--- src/hdl/hashed_slot_table_with_collision_stats_macros.svh ---
// assertion macros for the hashed slot table
`ifndef HASHED_SLOT_TABLE_WITH_COLLISION_STATS_MACROS_SVH
`define HASHED_SLOT_TABLE_WITH_COLLISION_STATS_MACROS_SVH

// same-cycle implication, checked outside reset
`define HST_ASSERT_NOW(lbl, ante, cons, msg) \
    lbl: assert property (@(posedge i_clk) disable iff (!i_rst_n) (ante) |-> (cons)) \
        else $error(msg);

// next-cycle implication, checked outside reset
`define HST_ASSERT_NEXT(lbl, ante, cons, msg) \
    lbl: assert property (@(posedge i_clk) disable iff (!i_rst_n) (ante) |=> (cons)) \
        else $error(msg);

`endif

--- src/hdl/hst_pkg.sv ---
// shared types and constants of the hashed slot table
`timescale 1ns / 1ps

package hst_pkg;

    localparam int DEF_SLOTS      = 128;
    localparam int DEF_COUNT_BITS = 16;

    localparam int HASH_W   = 32;
    localparam int SIZE_W   = 8;
    localparam int DIV_STEPS = HASH_W;
    localparam int STEP_W   = $clog2(DIV_STEPS);

    localparam logic [HASH_W-1:0] ADD_OFFSET  = 32'd96;
    localparam logic [HASH_W-1:0] DJB2_START  = 32'd5381;
    localparam int                DJB2_SHIFT  = 5;
    localparam logic [SIZE_W-1:0] TABLE_SIZE_RESET = 8'd100;

    localparam logic KIND_INSERT = 1'b0;
    localparam logic KIND_LOOKUP = 1'b1;
    localparam logic HASH_ADD    = 1'b0;
    localparam logic HASH_DJB2   = 1'b1;

    typedef struct packed {
        logic              kind;
        logic              hash_select;
        logic [7:0]        key_char;
        logic              last_char;
        logic signed [31:0] value;
    } t_in;

    typedef struct packed {
        logic [6:0]         slot_index;
        logic               stored_new;
        logic               collided;
        logic [15:0]        slot_collisions;
        logic [7:0]         filled_count;
        logic               found;
        logic signed [31:0] read_value;
    } t_out;

    // status from the slot table to the control
    typedef struct packed {
        logic done;
        logic stored_new;
        logic collided;
        logic found;
        logic clearing;
    } t_tbl_stat;

endpackage

--- src/hdl/hst_hash.sv ---
// running additive and djb2 hash accumulators
`timescale 1ns / 1ps

module hst_hash (
    input  logic                       i_clk,
    input  logic                       i_rst_n,
    input  logic                       i_step,
    input  logic                       i_last,
    input  logic [7:0]                 i_char,
    output logic [hst_pkg::HASH_W-1:0] o_add_next,
    output logic [hst_pkg::HASH_W-1:0] o_djb_next
);

    logic [hst_pkg::HASH_W-1:0] r_add;
    logic [hst_pkg::HASH_W-1:0] r_djb;
    logic [hst_pkg::HASH_W-1:0] w_sx;

    // byte is signed for the additive hash, unsigned for djb2
    assign w_sx       = {{(hst_pkg::HASH_W-8){i_char[7]}}, i_char};
    assign o_add_next = r_add + w_sx - hst_pkg::ADD_OFFSET;
    assign o_djb_next = (r_djb << hst_pkg::DJB2_SHIFT) + r_djb
                        + {{(hst_pkg::HASH_W-8){1'b0}}, i_char};

    always_ff @(posedge i_clk) begin
        if (!i_rst_n) begin
            r_add <= '0;
            r_djb <= hst_pkg::DJB2_START;
        end else if (i_step) begin
            if (i_last) begin
                r_add <= '0;
                r_djb <= hst_pkg::DJB2_START;
            end else begin
                r_add <= o_add_next;
                r_djb <= o_djb_next;
            end
        end
    end

endmodule

--- config.mk ---
export PLATFORM = sky130hd
export DESIGN_NAME = hst_hash
export DESIGN_NICKNAME = d
export VERILOG_FILES = /design/src/hdl/hashed_slot_table_with_collision_stats_macros.svh /design/src/hdl/hst_pkg.sv /design/src/hdl/hst_hash.sv
export SDC_FILE = /design/constraint.sdc
export NUM_CORES = 1
export LEC_CHECK = 0
export ABC_AREA = 1
export BUFFER_PORTS_ARGS = -buffer_cell sky130_fd_sc_hd__buf_4
export CAP_MARGIN = 0
export CELL_PAD_IN_SITES_DETAIL_PLACEMENT = 0
export CELL_PAD_IN_SITES_GLOBAL_PLACEMENT = 1
export CORE_MARGIN = 4
export CORE_UTILIZATION = 38
export DETAILED_ROUTE_END_ITERATION = 10
export GPL_ROUTABILITY_DRIVEN = 0
export GPL_TIMING_DRIVEN = 1
export PLACE_DENSITY = 0.89
export SYNTH_ARGS = -nofsm -noshare
export SYNTH_HDL_FRONTEND = slang
export SYNTH_SLANG_ARGS = --single-unit
export TNS_END_PERCENT = 5
--- constraint.sdc ---
create_clock -name i_clk -period 3.1 [get_ports i_clk]
set_input_delay 0.62 -clock i_clk [delete_from_list [all_inputs] [get_ports i_clk]]
set_output_delay 0.62 -clock i_clk [all_outputs]
set_load 0.02 [all_outputs]
==> results.json <==
{
  "status": "complete, but fails checks",
  "violations": "negative setup slack",
  "ios": 76,
  "synthAdderAreaFrac_pct": 19.9,
  "fillCellCount": 2025,
  "synth.most_common_cell": "nand2_1",
  "avgSynthCellArea_um2": 5.85,
  "rsz0062_at_grt": "true",
  "drt_first_pass_iters": 5,
  "clk_latency_ps": 350,
  "drv_slew": 0,
  "start_kind": "primary input",
  "wl_um": 23800,
  "timing.fmax_mhz": 297,
  "period_needed_ps": 3360,
  "power.share.clock_pct": 20.3,
  "cts_hold_buffers": 0,
  "hold_path.class": "flop to flop",
  "synth_edf_count": 0,
  "crit_type": "primary input to output port",
  "async_flop_share_pct": 0,
  "switching_power_mw": 2.48,
  "grt_pass1_vias": 8341,
  "synth_common_cells": "nand2_1 (505), inv_1 (294), ha_1 (119)",
  "ys_seq_area_share_pct": 16.0,
  "areaGrowthSynthToFinish_pct": 38.0,
  "num_vias": 8531,
  "critPathRequiredTime_ps": 2480,
  "synth_top_family_by_area": "simple AND/OR/NAND/NOR gates",
  "wl_per_cell_um": 13.0,
  "core_area_um2": 20500,
  "fin_util_pct": 53.9,
  "placed_cells": 1811,
  "die_w_um": 153,
  "synth.top_cell.area_share_pct": 23.7,
  "critPathMaxFanout": 4,
  "regToRegSetupSlack_ps": 690,
  "ys_seq_elements": 64,
  "instances_no_fill": 1827,
  "gr-total-overflow": 0,
  "synthCells": 1367,
  "grt_max_degree": 40,
  "clk_path_buf_depth": 2,
  "setup_slack_ps": -262,
  "dr.first_iter.drc_count": 397,
  "yosysTopAreaCell": "nand2_1",
  "clk_pin_slew_ps": 60,
  "tightest_slew_ps": 513,
  "setup_viol": 46,
  "rows": 52,
  "yosys_warnings": 0,
  "dp_hpwl_um": 18800,
  "cts.sinks": 64,
  "syn_nets": 1503,
  "synth_xor_area_share_pct": 4.57,
  "p_per_area_nw_per_um2": 522,
  "die_h_um": 153,
  "drive_above_1_share_pct": 27.2,
  "syn-cell-area_um2": 8000,
  "cts.htree.levels": 3,
  "cts_made_buffers": 9,
  "power_frac_seq_pct": 16.2,
  "via_per_inst": 4.67,
  "yosysUniqueCellTypes": 28,
  "sw_frac_of_total_pct": 43.0,
  "cp.arrival_ps": 2740,
  "drc_errors": 0,
  "synth.area.top_cells": "nand2_1 (24%), ha_1 (19%), dfxtp_1 (16%)",
  "p_leak_nw": 6.03,
  "initial_core_util_pct": 39.0,
  "peakVddDrop_v": 0.000343,
  "clock_skew_ps": 12.5,
  "antenna_cells": 0,
  "io_buffers": 75,
  "place_ws_ps": -426,
  "grt_pass1_wl_um": 39800,
  "placed_area_um2": 9730,
  "final_area_um2": 11000,
  "tritoncts": "built",
  "combPwrFrac_pct": 63.6,
  "multi_input_area_um2": 6420,
  "intPower_mw": 3.29,
  "ys.flop_type": "dfxtp_1",
  "synth_mux_area_share_pct": 0,
  "maxCapViolCount": 0,
  "die_area_um2": 23400,
  "final_hold_viol_count": 0,
  "worst_slew_margin_rel_pct": 65.8,
  "crit_path_end_kind": "output port",
  "root_buffer": "clkbuf_16",
  "period_share_pct": 108,
  "ant_nets": 0,
  "synthSimpleGateAreaFrac_pct": 37.3,
  "grt_usage_pct": 20.5,
  "layout.nets": 1688,
  "antenna_found_initial": 0,
  "regArea_um2": 1280,
  "synth_compound_area_share_pct": 7.24
}
-- critical path, stage by stage --
cell     delay, ps
buf_4          130
buf_4          140
fa_2           560
ha_4           230
nand2_4         80
inv_1           50
a21oi_1        130
nand2_1        100
nand2_1         90
nand2_2         60
nand2_1        110
nand3_1        120
and2_1         180
buf_4          150
-- metal layers --
layer	track usage [%]	share of wire, %	up-vias
li1	-	-	4495
met1	28.3	48	3846
met5	0	0	-
met4	5.35	1.9	0
met2	33.5	46	159
met3	2.91	3.9	31
-- repair_timing --
item                                    CTS  global route
gates resized for setup                 145            61
pin swaps                                 8            12
buffers inserted                          0             0
gates cloned                              0             0
endpoints found under the hold margin     0             0
endpoints found under the setup margin   51            54
-- cells in the final DEF, fill, tap and decap left out, types with 8 or more instances in the layout --
cell / netlist / routed
nand2_1: 505 / 451
inv_1: 294 / 278
buf_4: 0 / 167
ha_1: 119 / 91
a21oi_1: 97 / 79
nand2_2: 19 / 69
dfxtp_1: 64 / 63
nand3_1: 63 / 61
nor2_1: 76 / 58
ha_4: 0 / 26
and2_1: 32 / 24
buf_6: 0 / 24
inv_2: 6 / 22
a21oi_2: 4 / 22
nor2_2: 4 / 19
xor2_2: 9 / 15
xor2_4: 0 / 11
clkbuf_16: 0 / 9
and2_4: 0 / 8
-- through the flow --
step	hold slack (ps)	power, mW	TNS (ps)
floorplan	443	2.68	-1590
global placement	453	3.96	-13840
detailed placement	456	3.98	-15250
CTS	466	5.60	-7550
global route	473	6.16	-14100
finish	464	5.76	-7440
-- cell families after synthesis --
kind of cell    after synthesis
compound gates              110
buf+inv                     319
xor+xnor                     34
fa+ha+maj                   124
flops                        64
simple gates                716
-- power groups by stage --
stage	clock, mW	sequential (mW)	combinational (mW)
after floorplan	0	0.931	1.75
after global placement	0	0.946	3.01
after detailed placement	0	0.948	3.04
after CTS	1.18	0.931	3.49
after global routing	1.22	0.939	4.01
final	1.17	0.932	3.66
-- flip-flops by register name (all words and copies together), names as in the netlist --
| name | count |
|---|---|
| r_add | 32 |
| r_djb | 32 |
-- worst paths after layout --
path                            startpoint             end  depth (start not counted)
worst max-delay path             i_char[7]  o_djb_next[24]                         14
worst min-delay path              r_add[8]        r_add[8]                          2
worst max register to register    r_djb[0]       r_djb[10]                         15
worst min register to register    r_add[8]        r_add[8]                          2
-- final cells by class --
type                            instances  area share, %
Clock inverter                          5          0.725
Inverter                              301           10.3
Tap cell                              270           3.06
Multi-Input combinational cell        984           58.1
Clock buffer                           11           2.20
Timing Repair Buffer                  192           14.0
Sequential cell                        64           11.6
(Power assumes the default switching activity.)
