<file path="src/hdl/hashed_slot_table_with_collision_stats_macros.svh">
// assertion macros for the hashed slot table
`ifndef HASHED_SLOT_TABLE_WITH_COLLISION_STATS_MACROS_SVH
`define HASHED_SLOT_TABLE_WITH_COLLISION_STATS_MACROS_SVH

// same-cycle implication, checked outside reset
`define HST_ASSERT_NOW(lbl, ante, cons, msg) \
    lbl: assert property (@(posedge i_clk) disable iff (!i_rst_n) (ante) |-> (cons)) \
        else $error(msg);

// next-cycle implication, checked outside reset
`define HST_ASSERT_NEXT(lbl, ante, cons, msg) \
    lbl: assert property (@(posedge i_clk) disable iff (!i_rst_n) (ante) |=> (cons)) \
        else $error(msg);

`endif

</file>
<file path="src/hdl/hst_pkg.sv">
// shared types and constants of the hashed slot table
`timescale 1ns / 1ps

package hst_pkg;

    localparam int DEF_SLOTS      = 128;
    localparam int DEF_COUNT_BITS = 16;

    localparam int HASH_W   = 32;
    localparam int SIZE_W   = 8;
    localparam int DIV_STEPS = HASH_W;
    localparam int STEP_W   = $clog2(DIV_STEPS);

    localparam logic [HASH_W-1:0] ADD_OFFSET  = 32'd96;
    localparam logic [HASH_W-1:0] DJB2_START  = 32'd5381;
    localparam int                DJB2_SHIFT  = 5;
    localparam logic [SIZE_W-1:0] TABLE_SIZE_RESET = 8'd100;

    localparam logic KIND_INSERT = 1'b0;
    localparam logic KIND_LOOKUP = 1'b1;
    localparam logic HASH_ADD    = 1'b0;
    localparam logic HASH_DJB2   = 1'b1;

    typedef struct packed {
        logic              kind;
        logic              hash_select;
        logic [7:0]        key_char;
        logic              last_char;
        logic signed [31:0] value;
    } t_in;

    typedef struct packed {
        logic [6:0]         slot_index;
        logic               stored_new;
        logic               collided;
        logic [15:0]        slot_collisions;
        logic [7:0]         filled_count;
        logic               found;
        logic signed [31:0] read_value;
    } t_out;

    // status from the slot table to the control
    typedef struct packed {
        logic done;
        logic stored_new;
        logic collided;
        logic found;
        logic clearing;
    } t_tbl_stat;

endpackage

</file>
<file path="src/hdl/hst_divider.sv">
// bit-serial remainder of a 32-bit hash by the table size
`timescale 1ns / 1ps

module hst_divider (
    input  logic                       i_clk,
    input  logic                       i_rst_n,
    input  logic                       i_start,
    input  logic [hst_pkg::HASH_W-1:0] i_dividend,
    input  logic [hst_pkg::SIZE_W-1:0] i_divisor,
    output logic                       o_done,
    output logic [hst_pkg::SIZE_W-1:0] o_rem
);

    logic                       r_busy;
    logic                       r_done;
    logic [hst_pkg::STEP_W-1:0] r_cnt;
    logic [hst_pkg::HASH_W-1:0] r_dvd;
    logic [hst_pkg::SIZE_W-1:0] r_dvs;
    logic [hst_pkg::SIZE_W-1:0] r_rem;
    logic [hst_pkg::SIZE_W:0]   w_sh;
    logic [hst_pkg::SIZE_W+1:0] w_trial;
    logic [hst_pkg::SIZE_W-1:0] n_rem;

    // restoring step: shifted remainder stays below twice the divisor
    assign w_sh    = {r_rem, r_dvd[hst_pkg::HASH_W-1]};
    assign w_trial = {1'b0, w_sh} - {2'b00, r_dvs};
    assign n_rem   = w_trial[hst_pkg::SIZE_W+1] ? w_sh[hst_pkg::SIZE_W-1:0]
                                               : w_trial[hst_pkg::SIZE_W-1:0];

    always_ff @(posedge i_clk) begin
        if (!i_rst_n) begin
            r_busy <= 1'b0;
            r_done <= 1'b0;
            r_cnt  <= '0;
        end else begin
            r_done <= 1'b0;
            if (i_start) begin
                r_busy <= 1'b1;
                r_cnt  <= '0;
            end else if (r_busy) begin
                r_cnt <= r_cnt + 1'b1;
                if (r_cnt == hst_pkg::STEP_W'(hst_pkg::DIV_STEPS - 1)) begin
                    r_busy <= 1'b0;
                    r_done <= 1'b1;
                end
            end
        end
    end

    always_ff @(posedge i_clk) begin
        if (i_start) begin
            r_dvd <= i_dividend;
            r_dvs <= i_divisor;
            r_rem <= '0;
        end else if (r_busy) begin
            r_dvd <= {r_dvd[hst_pkg::HASH_W-2:0], 1'b0};
            r_rem <= n_rem;
        end
    end

    assign o_done = r_done;
    assign o_rem  = r_rem;

endmodule

</file>
<file path="config.mk">
export PLATFORM = sky130hd
export DESIGN_NAME = hst_divider
export DESIGN_NICKNAME = d
export VERILOG_FILES = /design/src/hdl/hashed_slot_table_with_collision_stats_macros.svh /design/src/hdl/hst_pkg.sv /design/src/hdl/hst_divider.sv
export SDC_FILE = /design/constraint.sdc
export NUM_CORES = 1
export LEC_CHECK = 0
export ABC_AREA = 1
export BUFFER_PORTS_ARGS = -buffer_cell sky130_fd_sc_hd__buf_2
export CORE_UTILIZATION = 46
export CTS_CLUSTER_SIZE = 30
export DETAILED_ROUTE_END_ITERATION = 12
export HOLD_SLACK_MARGIN = 0.06
export PLACE_DENSITY = 0.66
export REMOVE_ABC_BUFFERS = 1
export SYNTH_ARGS = -nofsm -noshare
export SYNTH_HDL_FRONTEND = slang
export SYNTH_SLANG_ARGS = --single-unit
export TNS_END_PERCENT = 1
</file>
<file path="constraint.sdc">
create_clock -name i_clk -period 2.45 [get_ports i_clk]
set_clock_uncertainty 0.2 [all_clocks]
set_input_delay 0.6125 -clock i_clk [delete_from_list [all_inputs] [get_ports i_clk]]
set_output_delay 0.6125 -clock i_clk [all_outputs]
set_load 0.01 [all_outputs]
</file>
==> impl_metrics.ini <==
[global_routing]
grt_pass1_wl_um = 8910
vias_in_the_first_global_route = 2025
antenna_found_initial = 0
pin_count_of_the_biggest_net_entering_global_routing = 34
aggregate_global_routing_overflow = 0
groute.usage.overall = 0.184

[timing]
rsz0062_at_grt = false
worst_slew_pin_tran_ns = 0.907
fmax_ghz = 0.494
finalCriticalPeriod_ns = 2.03
holdWs_ns = 0.281
final-max-slew-violation-count = 0
slew-limit-headroom = 0.395
portion_of_the_clock_cycle_consumed_by_the_worst_path_in_the_final_layout = 0.827
fin_tns_setup_ns = 0
final_hold_viol_count = 0
setup_viol = 0

[die]
die_x_um = 79.0
core-area_sq_um = 5610
number_of_ports_placed_on_the_die_boundary = 52
die_height_um = 79.0
overall_die_area_sq_um = 6240
standard_cell_row_count = 27
floorplan.initialDensity = 0.486

[clock_tree]
clock_path_buffers = 2
ctsResizeCount = 0
post_cts_buffers = 0
htreeDepth = 2
clkLatencyLatePin_ns = 0.30
cts_root_buffer = sky130_fd_sc_hd__clkbuf_8
tritoncts_clock_tree = done
numClockSinks = 55
postCtsHoldBufs = 0
clock_pin_slew_worst_setup_and_hold_paths_ns = 0.09
cts_made_buffers = 5

[critical_path]
worst_r2r_startpoint = r_dvd[31]
cp_slowest_stage_delay_ns = 0.71
reg2reg_slack_ns = 0.45
path_max_fanout = 33
path_delay_family = buffers and inverters
crit_chain = buf_2 > inv_1 > nand2_1 > nor3_1
cp_data_arrival_time_ns = 2.05
critical_path.endpoint_type = register
criticalPathCategory = input pin to register
critical_path_data_required_time_ns = 2.48
start_kind = input pin
worst_r2r_path_depth = 9
cpMaxStageDelayCell = sky130_fd_sc_hd__inv_1
worst-path-buf-inv = 2
regToRegEndpoint = o_rem[4]

[detailed_routing]
route.detailed.drc = 0
drt-initial-drc-count = 117
wl_per_cell_um = 11.7
routed_wl_um = 5180
routed-via-count = 2151
detail_route.vias_per_cell = 4.88
drt_first_pass_iters = 4
ant_nets = 0

[worst_hold_path]
hold_path.startpoint = r_cnt[4]
holdCritPathClass = register to register
hold_path_depth = 2
worstHoldEndpoint = r_cnt[4]

[yosys]
synth-simple-area-share = 0.295
yosys_register_bits = 55
synth-compound-area-share = 0.0284
synthMuxAreaShare = 0
netlist_instances = 314
syn_area_sq_um = 2730
synth_top_family_by_area = simple AND/OR/NAND/NOR gates
fraction_of_synthesized_cell_area_taken_by_the_top_area_cell_type = 0.440
synth.avg_cell_area_sq_um = 8.69
yosysWarnings = 0
synth.lib_cells_used.distinct = 25
area_share_of_fa_ha_maj_cells_after_synthesis = 0.0532
synth_largest_area_cell = sky130_fd_sc_hd__edfxtp_1
synth_top_cells_by_area = sky130_fd_sc_hd__edfxtp_1 (44%), sky130_fd_sc_hd__nand2_1 (20%), sky130_fd_sc_hd__dfxtp_1 (11%)
synth.yosys.seq_area_share = 0.550
synthXorXnorAreaFrac = 0.00963

[power]
seqPwrFrac = 0.593
internal_power_mw = 1.42
power.leakage_nw = 1.57
power.density_cell_area_nw_per_um2 = 595
power_spent_charging_and_discharging_nets_mw = 0.460
relative_contribution_of_the_clock_network_to_total_power = 0.266
power_mw = 1.88
combPwrFrac = 0.141
vdd_drop_max_mv = 0.311
sw_frac_of_total = 0.245

[finish]
layout.cells.most_common_list = sky130_fd_sc_hd__nand2_1 (143), sky130_fd_sc_hd__buf_2 (51), sky130_fd_sc_hd__edfxtp_1 (40), sky130_fd_sc_hd__inv_1 (37)
finalInstanceArea_sq_um = 3150
final_common_cell = sky130_fd_sc_hd__nand2_1
drive_above_1_share = 0.192
final_core_utilization = 0.562
antenna_cells = 0
relative_area_change_from_synthesis_to_final_layout_pct = 15.6
final_net_count = 422

[job]
cap_viol_max_count = 0

[placed_design]
place_congestion = 0.820
post-dp-hpwl_um = 3700
io_buffers = 51
dpl_cell_area_sq_um = 3060

[run_status]
run_status = complete, no violations
[per-stage QoR]
stage	cells	setup WS [ns]
final	441	0.424
after global routing	441	0.203
after CTS	441	0.373
after detailed placement	433	0.0579
after global placement	433	0.105
after floorplan	307	0.485
[cells by family after synthesis]
kind of cell / Yosys count
compound gates: 13
xor+xnor: 3
fa+ha+maj: 11
buf+inv: 44
flops: 55
simple gates: 188
[cell type report]
type / instances / area (sq um)
Sequential cell: 55 / 1500
Inverter: 37 / 139
Clock inverter: 1 / 3.75
Fill cell: 564 / 2460
Timing Repair Buffer: 54 / 278
Tap cell: 72 / 90.1
Clock buffer: 7 / 86.3
Multi-Input combinational cell: 215 / 1050
[routing by layer]
metal	vias up	global-route usage	part of all wire	wire length [um]
met5	-	0	0	0
met1	981	0.246	0.48	2470
met3	7	0.0322	0.043	223
met2	50	0.300	0.46	2410
li1	1113	-	-	-
met4	0	0.0655	0.014	75
[worst max-delay path by stage]
| stage | slack [ns] | depth (start not counted) | endpoint | from |
|---|---|---|---|---|
| after floorplan | 0.48 | 2 | r_dvd[0] | i_start |
| after CTS | 0.37 | 4 | r_cnt[2] | i_start |
| final | 0.42 | 4 | r_cnt[3] | i_start |
| after global routing | 0.20 | 4 | r_cnt[2] | i_start |
| after detailed placement | 0.06 | 4 | r_cnt[2] | i_start |
| after global placement | 0.10 | 4 | r_cnt[0] | i_start |
[synthesized netlist by cell type]
master                     number
sky130_fd_sc_hd__nand2_1      143
sky130_fd_sc_hd__fa_1           1
sky130_fd_sc_hd__and3_1         1
sky130_fd_sc_hd__inv_1         37
sky130_fd_sc_hd__nor3_1         6
sky130_fd_sc_hd__nor2_2         3
sky130_fd_sc_hd__a31oi_1        1
sky130_fd_sc_hd__or2_2          1
sky130_fd_sc_hd__o21ai_1        1
sky130_fd_sc_hd__clkbuf_1       6
sky130_fd_sc_hd__xnor2_1        1
sky130_fd_sc_hd__nand3_4        2
sky130_fd_sc_hd__nand4_1        8
sky130_fd_sc_hd__a21oi_4        1
sky130_fd_sc_hd__edfxtp_1      40
sky130_fd_sc_hd__dfxtp_1       15
sky130_fd_sc_hd__or2_4          1
sky130_fd_sc_hd__ha_1          10
sky130_fd_sc_hd__nor2_1         5
sky130_fd_sc_hd__xor2_1         2
sky130_fd_sc_hd__o21ai_0        2
sky130_fd_sc_hd__buf_6          1
sky130_fd_sc_hd__a21oi_1        8
sky130_fd_sc_hd__nand3_1       15
sky130_fd_sc_hd__nand2_2        3
[flip-flops by register name, indices dropped and copies added, names as in the netlist]
| signal | flops |
|---|---|
| r_dvs | 8 |
| r_dvd | 32 |
| r_cnt | 5 |
| r_busy | 1 |
| o_done | 1 |
| o_rem | 8 |
[worst reg2reg max path, stage by stage (launching register included)]
cell                       delay [ns]
sky130_fd_sc_hd__edfxtp_1        0.38
sky130_fd_sc_hd__inv_1           0.08
sky130_fd_sc_hd__ha_1            0.14
sky130_fd_sc_hd__inv_1           0.11
sky130_fd_sc_hd__fa_1            0.45
sky130_fd_sc_hd__a21oi_1         0.20
sky130_fd_sc_hd__xor2_1          0.17
sky130_fd_sc_hd__nand2_1         0.07
sky130_fd_sc_hd__nand3_1         0.06
sky130_fd_sc_hd__nand2_1         0.05
[power groups by stage]
stage | clock network (mW) | registers (mW) | logic, mW
detailed placement | 0 | 1.13 | 0.267
global placement | 0 | 1.13 | 0.261
CTS | 0.515 | 1.11 | 0.268
finish | 0.499 | 1.11 | 0.265
floorplan | 0 | 1.13 | 0.171
global route | 0.547 | 1.12 | 0.306
Power figures use the tool's default switching activity.
